`src/hw/rtl/gcm_pkg.sv`:
```
`timescale 1ns / 1ps

package gcm_pkg;

	localparam int VALUE_BITS_DEF = 16;
	localparam int MAX_STOPS_DEF  = 4;

	localparam int IN_BITS     = 16;
	localparam int COLOR_BITS  = 24;
	localparam int CFG_BITS    = 48;
	localparam int ADDR_BITS   = 4;
	localparam int STOP_BITS   = 40;
	localparam int SPOS_BITS   = 16;
	localparam int SPOS_LSB    = 24;
	localparam int COUNT_BITS  = 3;
	localparam int STATUS_BITS = 2;

	// q1.16 position, 0..65536
	localparam int POS_BITS = 17;
	localparam logic [POS_BITS-1:0] POS_ONE = POS_BITS'(1 << 16);

	localparam logic [STATUS_BITS-1:0] ST_OK      = 2'd0;
	localparam logic [STATUS_BITS-1:0] ST_NOCOVER = 2'd1;
	localparam logic [STATUS_BITS-1:0] ST_INVALID = 2'd2;

	localparam logic [ADDR_BITS-1:0] REG_RANGE_MIN = 4'd0;
	localparam logic [ADDR_BITS-1:0] REG_RANGE_MAX = 4'd1;
	localparam logic [ADDR_BITS-1:0] REG_OUTSIDE   = 4'd2;
	localparam logic [ADDR_BITS-1:0] REG_COUNT     = 4'd3;
	localparam logic [ADDR_BITS-1:0] REG_STOP0     = 4'd4;

endpackage

```
`src/hw/rtl/gcm_div.sv`:
```
`timescale 1ns / 1ps

// restoring divider of (num << 16) by den, num <= den, one quotient bit per stage
module gcm_div #(
	parameter int DW = 16,
	parameter int PW = 8
) (
	input  logic                          clk,
	input  logic                          arst_n,
	input  logic                          in_valid,
	input  logic [DW-1:0]                 num,
	input  logic [DW-1:0]                 den,
	input  logic [PW-1:0]                 in_pay,
	output logic                          out_valid,
	output logic [gcm_pkg::POS_BITS-1:0]  quo,
	output logic [PW-1:0]                 out_pay
);

	localparam int STEPS = gcm_pkg::POS_BITS;

	logic             vld_s [STEPS];
	logic [DW-1:0]    rem_s [STEPS];
	logic [DW-1:0]    den_s [STEPS];
	logic [STEPS-1:0] quo_s [STEPS];
	logic [PW-1:0]    pay_s [STEPS];

	always_ff @(posedge clk or negedge arst_n) begin
		if (!arst_n) begin
			vld_s[0] <= 1'b0;
		end else begin
			vld_s[0] <= in_valid;
		end
	end

	always_ff @(posedge clk) begin
		if (num >= den) begin
			rem_s[0] <= num - den;
			quo_s[0] <= STEPS'(1);
		end else begin
			rem_s[0] <= num;
			quo_s[0] <= '0;
		end
		den_s[0] <= den;
		pay_s[0] <= in_pay;
	end

	for (genvar k = 1; k < STEPS; k++) begin : g_step
		logic [DW:0] t;
		logic [DW:0] diff;
		logic        ge;

		assign t    = {rem_s[k-1], 1'b0};
		assign diff = t - {1'b0, den_s[k-1]};
		assign ge   = (t >= {1'b0, den_s[k-1]});

		always_ff @(posedge clk or negedge arst_n) begin
			if (!arst_n) begin
				vld_s[k] <= 1'b0;
			end else begin
				vld_s[k] <= vld_s[k-1];
			end
		end

		always_ff @(posedge clk) begin
			rem_s[k] <= ge ? diff[DW-1:0] : t[DW-1:0];
			quo_s[k] <= {quo_s[k-1][STEPS-2:0], ge};
			den_s[k] <= den_s[k-1];
			pay_s[k] <= pay_s[k-1];
		end
	end

	assign out_valid = vld_s[STEPS-1];
	assign quo       = quo_s[STEPS-1];
	assign out_pay   = pay_s[STEPS-1];

endmodule

```
`config.mk`:
```
export PLATFORM = sky130hd
export DESIGN_NAME = gcm_div
export DESIGN_NICKNAME = d
export VERILOG_FILES = /design/src/hw/rtl/gcm_pkg.sv /design/src/hw/rtl/gcm_div.sv
export SDC_FILE = /design/constraint.sdc
export NUM_CORES = 1
export LEC_CHECK = 0
export ABC_AREA = 1
export CAP_MARGIN = 10
export CORE_UTILIZATION = 30
export CTS_CLUSTER_SIZE = 24
export DETAILED_ROUTE_END_ITERATION = 10
export DONT_BUFFER_PORTS = 1
export PLACE_DENSITY = 0.5
export SKIP_CTS_REPAIR_TIMING = 1
export SYNTH_ARGS = -nofsm -noshare
export SYNTH_HDL_FRONTEND = slang
export SYNTH_SLANG_ARGS = --single-unit
```
`constraint.sdc`:
```
create_clock -name clk -period 3.8 [get_ports clk]
set_input_delay 0.38 -clock clk [delete_from_list [all_inputs] [get_ports clk]]
set_output_delay 0.38 -clock clk [all_outputs]
set_load 0.03 [all_outputs]
```
After elaboration in Yosys (flattened, before gate mapping) --
Memory sizes are Yosys's and may differ from the RTL's. Index checks and enable logic that the tools add are counted.
Storage, ports and cells: memories 4, bits of input ports 43, memory bits (writable) 969, logic and storage cells 78, output and inout bits 26, register bits after elaboration 17
Operators by class: $add $sub $neg 17, bitwise operators 2, order comparisons 17, muxes and demuxes 21
Memory list:
- quo_s | depth 17, bits a word 17, rd ports 17, clocked after memory_dff 0, write ports 17, line gcm_div.sv:24 | logic [STEPS-1:0] quo_s [STEPS];
- den_s | depth 17, bits a word 16, rd ports 16, clocked after memory_dff 0, write ports 17, line gcm_div.sv:23 | logic [DW-1:0] den_s [STEPS];
- rem_s | depth 17, bits a word 16, rd ports 16, clocked after memory_dff 0, write ports 17, line gcm_div.sv:22 | logic [DW-1:0] rem_s [STEPS];
- pay_s | depth 17, bits a word 8, rd ports 17, clocked after memory_dff 0, write ports 17, line gcm_div.sv:25 | logic [PW-1:0] pay_s [STEPS];
Operator list (number):
- greater-or-equal comparator 17 x 16 -> 1 bit | 16
- 2-to-1 mux 16 bit | 17
- subtractor 16 bit | 17
- 2-to-1 mux 17 bit | 1
- greater-or-equal comparator 16 bit | 1
- 2-to-1 mux 1 bit | 3
- OR 1 bit | 2

Longest topological paths before layout --
Gate-level depths: netlist of the first run.
depth after elaboration 4, gate-level depth with buffers 15, depth with buffers taken out 13

Worst setup path before layout of the first run --
No wires, ideal clock.
path type input port to flip-flop, from input port num[0], to memory rem_s[0][11], required time 3.687 ns, setup time 0.113 ns, arrival 1.783 ns, buffers on the path 1, slack 1.904 ns, stages on the path 14, cells stage by stage inv_1 -> ha_1 -> fa_1 -> inv_1 -> nand2_1 -> nand2_1 -> nand3_1 -> nand3_1 -> nand2_1 -> nand2_1 -> inv_1 -> buf_4 -> nand2_1 -> nand2_1
RTL lines:
- start: declaration | line gcm_div.sv:11 | input logic [DW-1:0] num,
- end: declaration | line gcm_div.sv:22

==> results of run 1 <==
[power by group through the flow]
stage | clock network, mW | logic [mW] | registers [mW]
after floorplan | 0 | 13.1 | 12.1
after CTS | 10.1 | 16.5 | 12.6
after global placement | 0 | 16.3 | 12.8
after detailed placement | 0 | 16.5 | 12.8
after global routing | 10.4 | 19.0 | 12.8
final | 9.68 | 16.5 | 12.5
[Yosys cell counts (11+ instances only)]
master / instances
nand2_1: 1808
inv_1: 891
dfxtp_1: 801
nand3_1: 304
ha_1: 271
nor2_1: 184
a21oi_1: 163
xor2_1: 75
nand4_1: 68
nor2_2: 58
nand3b_1: 57
and2_1: 48
xnor2_1: 35
nand2_2: 33
nor3_1: 28
buf_6: 27
nand3_2: 23
o21ai_0: 21
dfrtp_1: 17
fa_1: 16
nand2_4: 16
buf_2: 14
inv_4: 12
or2_1: 11
[registers in the layout, indices dropped and copies added, names as in the netlist]
register   flops
den_s        256
rem_s        256
quo_s        153
pay_s        136
vld_s         16
out_valid      1
[metal layers]
metal,share of wire [%],up-vias
li1,-,15520
met2,47,466
met1,46,12930
met3,3.8,153
met5,0,-
met4,2.8,0
[area by class of cell]
class / count / area share, %
Timing Repair Buffer: 43 / 0.9948
Clock buffer: 119 / 6.065
Tap cell: 1637 / 4.761
Sequential cell: 818 / 38.27
Multi-Input combinational cell: 3252 / 40.05
Clock inverter: 50 / 1.876
Inverter: 907 / 7.984
[cells by family (layout without fill, tap and decap cells)]
logic type               count (synthesis)  count (layout)  share of synthesized area, %
AO/OA/AOI/OAI                          188             188                         2.537
XOR/XNOR                               110             110                         2.561
adder cells (fa/ha/maj)                287             287                         9.864
buffers and inverters                  964            1119                         10.46
flip-flops                             818             818                         43.75
AND/OR/NAND/NOR                       2667            2667                         30.83
[metrics by stage]
stage	hold WS, ns	cell area, µm²	cells
floorplan	0.08441	37620	5034
global placement	0.08473	39180	6615
detailed placement	0.08475	39180	6615
global route	0.01034	43020	6826
finish	0.03126	43020	6826
CTS	-0.6855	42600	6784
[final timing paths]
check / to / slack (ns) / depth (start not counted)
hold reg to reg: pay_s[0][74]$_DFF_P_ / 0.31 / 0
setup / recovery: rem_s[0][140]$_DFF_P_ / 1.56 / 10
min in group asynchronous: vld_s[3]$_DFF_PN0_ / 0.20 / 1
max in group asynchronous: vld_s[16]$_DFF_PN0_ / 3.14 / 1
hold / removal: rem_s[0][0]$_DFF_P_ / 0.03 / 4
setup reg to reg: rem_s[0][140]$_DFF_P_ / 1.56 / 10
[placed cells by master (no fill, tap or decap), types with 8 or more instances in the layout]
master / count
dlygate4sd3_1: 42
nor3_2: 10
o21ai_0: 21
clkbuf_16: 96
clkinvlp_4: 9
or2_1: 11
fa_1: 16
inv_1: 891
nand3b_1: 57
xor2_1: 75
dfxtp_1: 801
nand3_1: 304
xnor2_1: 35
nor2_1: 184
nand2_1: 1808
nand2_2: 33
nand2_4: 16
clkbuf_8: 12
a21oi_1: 163
nor2_2: 58
nor3_1: 28
nand4_1: 68
or2_2: 8
clkinv_2: 9
clkbuf_1: 11
dfrtp_1: 17
inv_4: 12
and2_1: 48
bufinv_16: 14
ha_1: 271
nand3_2: 23
[critical path, delay by kind of cell (launching register included)]
family,cells,cell delay [ns]
AND/OR/NAND/NOR,6,1.03
flip-flops,1,0.38
AO/OA/AOI/OAI,2,0.31
buffers and inverters,1,0.06
adder cells (fa/ha/maj),1,0.35
==> results.yml, run 1 <==
status:
  status: "finished with violations"
  violations: "design-rule violations"
floorplanning:
  start_util_pct: 30.31
  rows: 129
  io_pins: 69
  dieArea_um2: 126800
  coreArea_um2: 124100
  die_y_um: 356.1
  die_x_um: 356.1
sta:
  fmax_mhz: 447.1
  timing.final.crit_share_pct: 58.86
  layout_setup_ws_ns: 1.563
  fin_skew_ns: 0.04129
  rsz0062_at_grt: "false"
  hold_violations: 0
  relSlewSlack_pct: 51.37
  slew_violations: 0
  setup_viol: 0
  setup_tns_ns: 0
  tightest_slew_ns: 0.7271
  period_needed_ns: 2.237
worst_setup_path:
  cp.arrival_ns: 2.81
  cp-start-kind: "flop"
  critPathMaxFanout: 17
  critPathMaxStageDelay_ns: 0.39
  path_class: "reg -> reg"
  crit_path_frequent_cell: "nand2_1"
  path_cells: "inv_1 > ha_1 > nand2_1 > nand2_1 > a21oi_1 > o21ai_2 > nor2_4 > nand2_4 > nand3_1 > nand2_1"
  required_ns: 4.37
  reg2reg_from: "den_s[0][126]$_DFF_P_"
  cp-end-kind: "flop"
  crit_start: "den_s[0][126]$_DFF_P_"
  crit_slowest_cell: "nor2_4"
yosys:
  async_reset_ff_share_pct: 2.078
  synth.largest_area_cell: "dfxtp_1"
  yosys_most_used_dff: "dfxtp_1"
  synth-seq-cells: 818
  synth_area_leaders: "dfxtp_1, nand2_1, ha_1"
  synth_cell_types: 37
  synth_top_area_share_pct: 42.62
  synthCells: 5034
  yosys_warnings: 0
  ys_seq_area_share_pct: 43.75
  synth_edf_count: 0
  synth_nets: 5364
  syn_avg_cell_area_um2: 7.474
  syn-cell-area_um2: 37620
global_routing:
  use_met1_pct: 18.19
  busiest_layer: "met2"
  track_usage_pct: 14.59
  grt_pass1_wl_um: 148100
  antenna_found_initial: 0
  grt_pass1_vias: 28370
  grt_max_degree: 21
  grt_util_met3_pct: 2.665
  met2_usage_pct: 25.30
  grt_overflow: 0
routing:
  drt_wl_total_um: 91270
  post_drt_wl_per_cell_um: 13.37
  drc_errors: 1
  drtPass1Iterations: 10
  drtIter0Drc: 1607
  vias: 29080
  vias_per_cell: 4.259
  antenna_left: 0
layout:
  multiInputGateArea_um2: 17230
  fillerInstances: 13130
  nets: 5447
  utilization_pct: 34.66
  drive_gt1_share_pct: 6.398
  area_growth_pct: 14.33
  seqCellArea_um2: 16460
  antennaDiodeCount: 0
pwr:
  p_leak_nw: 22.89
  p_sw_mw: 16.02
  internal-power_mw: 22.66
  p_clk_share_pct: 25.0
  ir_drop_mv: 0.3978
  combPwrFrac_pct: 42.6
  p_per_area_nw_per_um2: 899.2
  seq_power_share_pct: 32.4
  sw_frac_of_total_pct: 41.43
  p_total_mw: 38.68
clocking:
  clock_path_buffers: 3
  clk_latency_ns: 0.71
  clock_sinks: 818
  clk_pin_slew_ns: 0.06
  htree_levels: 3
  cts_inserted_buffers: 95
  root_buffer: "clkbuf_16"
  tritoncts: "yes"
placement:
  dp_hpwl_um: 72130
  gp_congestion: 0.8803
  dp_slack_ns: 1.390
  numPortBuffers: 0
min_path:
  min_path_type: "in -> reg"
  holdCritStartpoint: "den[0]"
job:
  max_cap_viol_count: 0
Note: power is estimated with default switching activity, not from simulation.
==> inputs of run 2 (changes only) <==
PLACE_DENSITY = 0.51   (was 0.5)
clock period = 1.9 ns   (was 3.8 ns; I/O delays follow)
==> run 2 against run 1 <==
Net effect: the flow finishes with violations (negative hold slack); sequential cell count is the same; critical path depth is the same; utilization grew 5.7 points; hold slack lost 0.036 ns; final cell count grew 7.6%; first-iteration DRC count shrank 0.31%; fmax grew 22%; count of clock-buffer cells in the layout shrank 1; clock power grew 110%; sequential power grew 110%; global-route usage grew 0.36 points; critical endpoint is now quo_s[14][0]$_DFF_P_; largest cell class unchanged; largest power group unchanged; highest routed layer unchanged.
==> results.yml, run 2 (synthesis gave the netlist of run 1 again) <==
status:
  status: "finished with violations"
  violations: "negative hold slack"
pwr:
  p_total_mw: 89.70
  p_per_area_nw_per_um2: 1789
  combPwrFrac_pct: 48.1
  p_clk_share_pct: 22.8
  internal-power_mw: 54.48
  ir_drop_mv: 0.8556
  seq_power_share_pct: 29.1
  p_sw_mw: 35.21
  sw_frac_of_total_pct: 39.26
  p_leak_nw: 25.61
placement:
  dp.cells: 7107
  dp_hpwl_um: 76270
  gp_congestion: 0.8850
  numPortBuffers: 0
  dp_slack_ns: -0.08939
  dpl_cell_area_um2: 42960
global_routing:
  grt_max_degree: 20
  grt_pass1_vias: 29940
  grt_pass1_wl_um: 152900
  grt_overflow: 0
  track_usage_pct: 14.95
  antenna_found_initial: 1
sta:
  layout_setup_ws_ns: 0.06409
  timing.hold.ws_ns: -0.004484
  fmax_mhz: 544.7
  hold_violations: 1
  setup_tns_ns: 0
  period_needed_ns: 1.836
  tightest_slew_ns: 0.7377
  setup_viol: 0
  slew_violations: 0
  fin_skew_ns: 0.04372
  rsz0062_at_grt: "true"
  timing.final.crit_share_pct: 96.63
  relSlewSlack_pct: 50.65
clocking:
  clk_latency_ns: 0.70
  cts_inserted_buffers: 94
  root_buffer: "clkbuf_16"
  clock_path_buffers: 3
  htree_levels: 3
  clock_sinks: 818
  clk_pin_slew_ns: 0.07
  tritoncts: "yes"
layout:
  stdcell_area_um2: 50140
  area_growth_pct: 33.26
  largestRegisters: "den_s (256), rem_s (256), quo_s (153)"
  instances_no_fill: 7347
  final_cell_mix: "nand2_1, inv_1, dfxtp_1, buf_4, nand3_1"
  utilization_pct: 40.39
  nets: 5959
  drive_gt1_share_pct: 21.98
  final_common_cell: "nand2_1"
min_path:
  holdCritStartpoint: "den[9]"
  min_path_type: "in -> reg"
  min_path_cells: 6
routing:
  antenna_left: 0
  drt_wl_total_um: 97560
  drc_errors: 0
  vias: 31040
  drtPass1Iterations: 8
  drtIter0Drc: 1602
  post_drt_wl_per_cell_um: 13.28
  vias_per_cell: 4.224
floorplanning:
  start_util_pct: 30.31
  die_y_um: 356.1
  dieArea_um2: 126800
  coreArea_um2: 124100
  rows: 129
  io_pins: 69
  die_x_um: 356.1
worst_setup_path:
  cp-start-kind: "flop"
  reg2reg_from: "den_s[0][223]$_DFF_P_"
  cp-end-kind: "flop"
  rr_worst_depth: 10
  crit_start: "den_s[0][223]$_DFF_P_"
  cp.arrival_ns: 2.42
  critPathMaxFanout: 6
  path_class: "reg -> reg"
  required_ns: 2.48
job:
  max_cap_viol_count: 0
## run 2: layout make-up
cell class,count,area (µm²)
Tap cell,1637,2048
Fill cell,12590,73980
Clock buffer,118,2604
Timing Repair Buffer,555,4434
Multi-Input combinational cell,3253,19980
Inverter,907,3462
Sequential cell,818,16580
Antenna cell,1,2.502
Clock inverter,58,1028
## run 2: path summary, 6_finish.rpt
kind | to | slack, ns
worst max-delay path | quo_s[14][0]$_DFF_P_ | 0.06
worst min-delay path | rem_s[0][9]$_DFF_P_ | -0.004
worst max register to register | quo_s[14][0]$_DFF_P_ | 0.06
worst min register to register | pay_s[0][135]$_DFF_P_ | 0.32
max in group asynchronous | vld_s[13]$_DFF_PN0_ | 1.42
min in group asynchronous | vld_s[6]$_DFF_PN0_ | 0.01
## run 2: layer usage
layer / up-vias / part of all wire [%] / global-route usage [%]
li1: 16590 / - / -
met1: 13930 / 46 / 18.59
met2: 372 / 49 / 26.27
met3: 142 / 2.9 / 2.522
met4: 0 / 2.5 / 4.395
met5: - / 0 / 0
## run 2: power groups by stage
stage,logic (mW),clock network [mW],registers (mW)
after global routing,48.7,21.9,26.6
after floorplan,26.1,0,24.1
after CTS,39.0,21.2,25.3
after global placement,38.6,0,25.6
final,43.1,20.5,26.1
after detailed placement,38.8,0,25.6
## run 2: critical path: stages, from the launching register on
cell     delay, ns
dfxtp_2       0.36
inv_1         0.05
ha_1          0.16
or2_2         0.27
nor2_1        0.13
nand2_1       0.10
nor2_2        0.16
nand2_4       0.12
buf_6         0.15
buf_4         0.12
buf_4         0.11
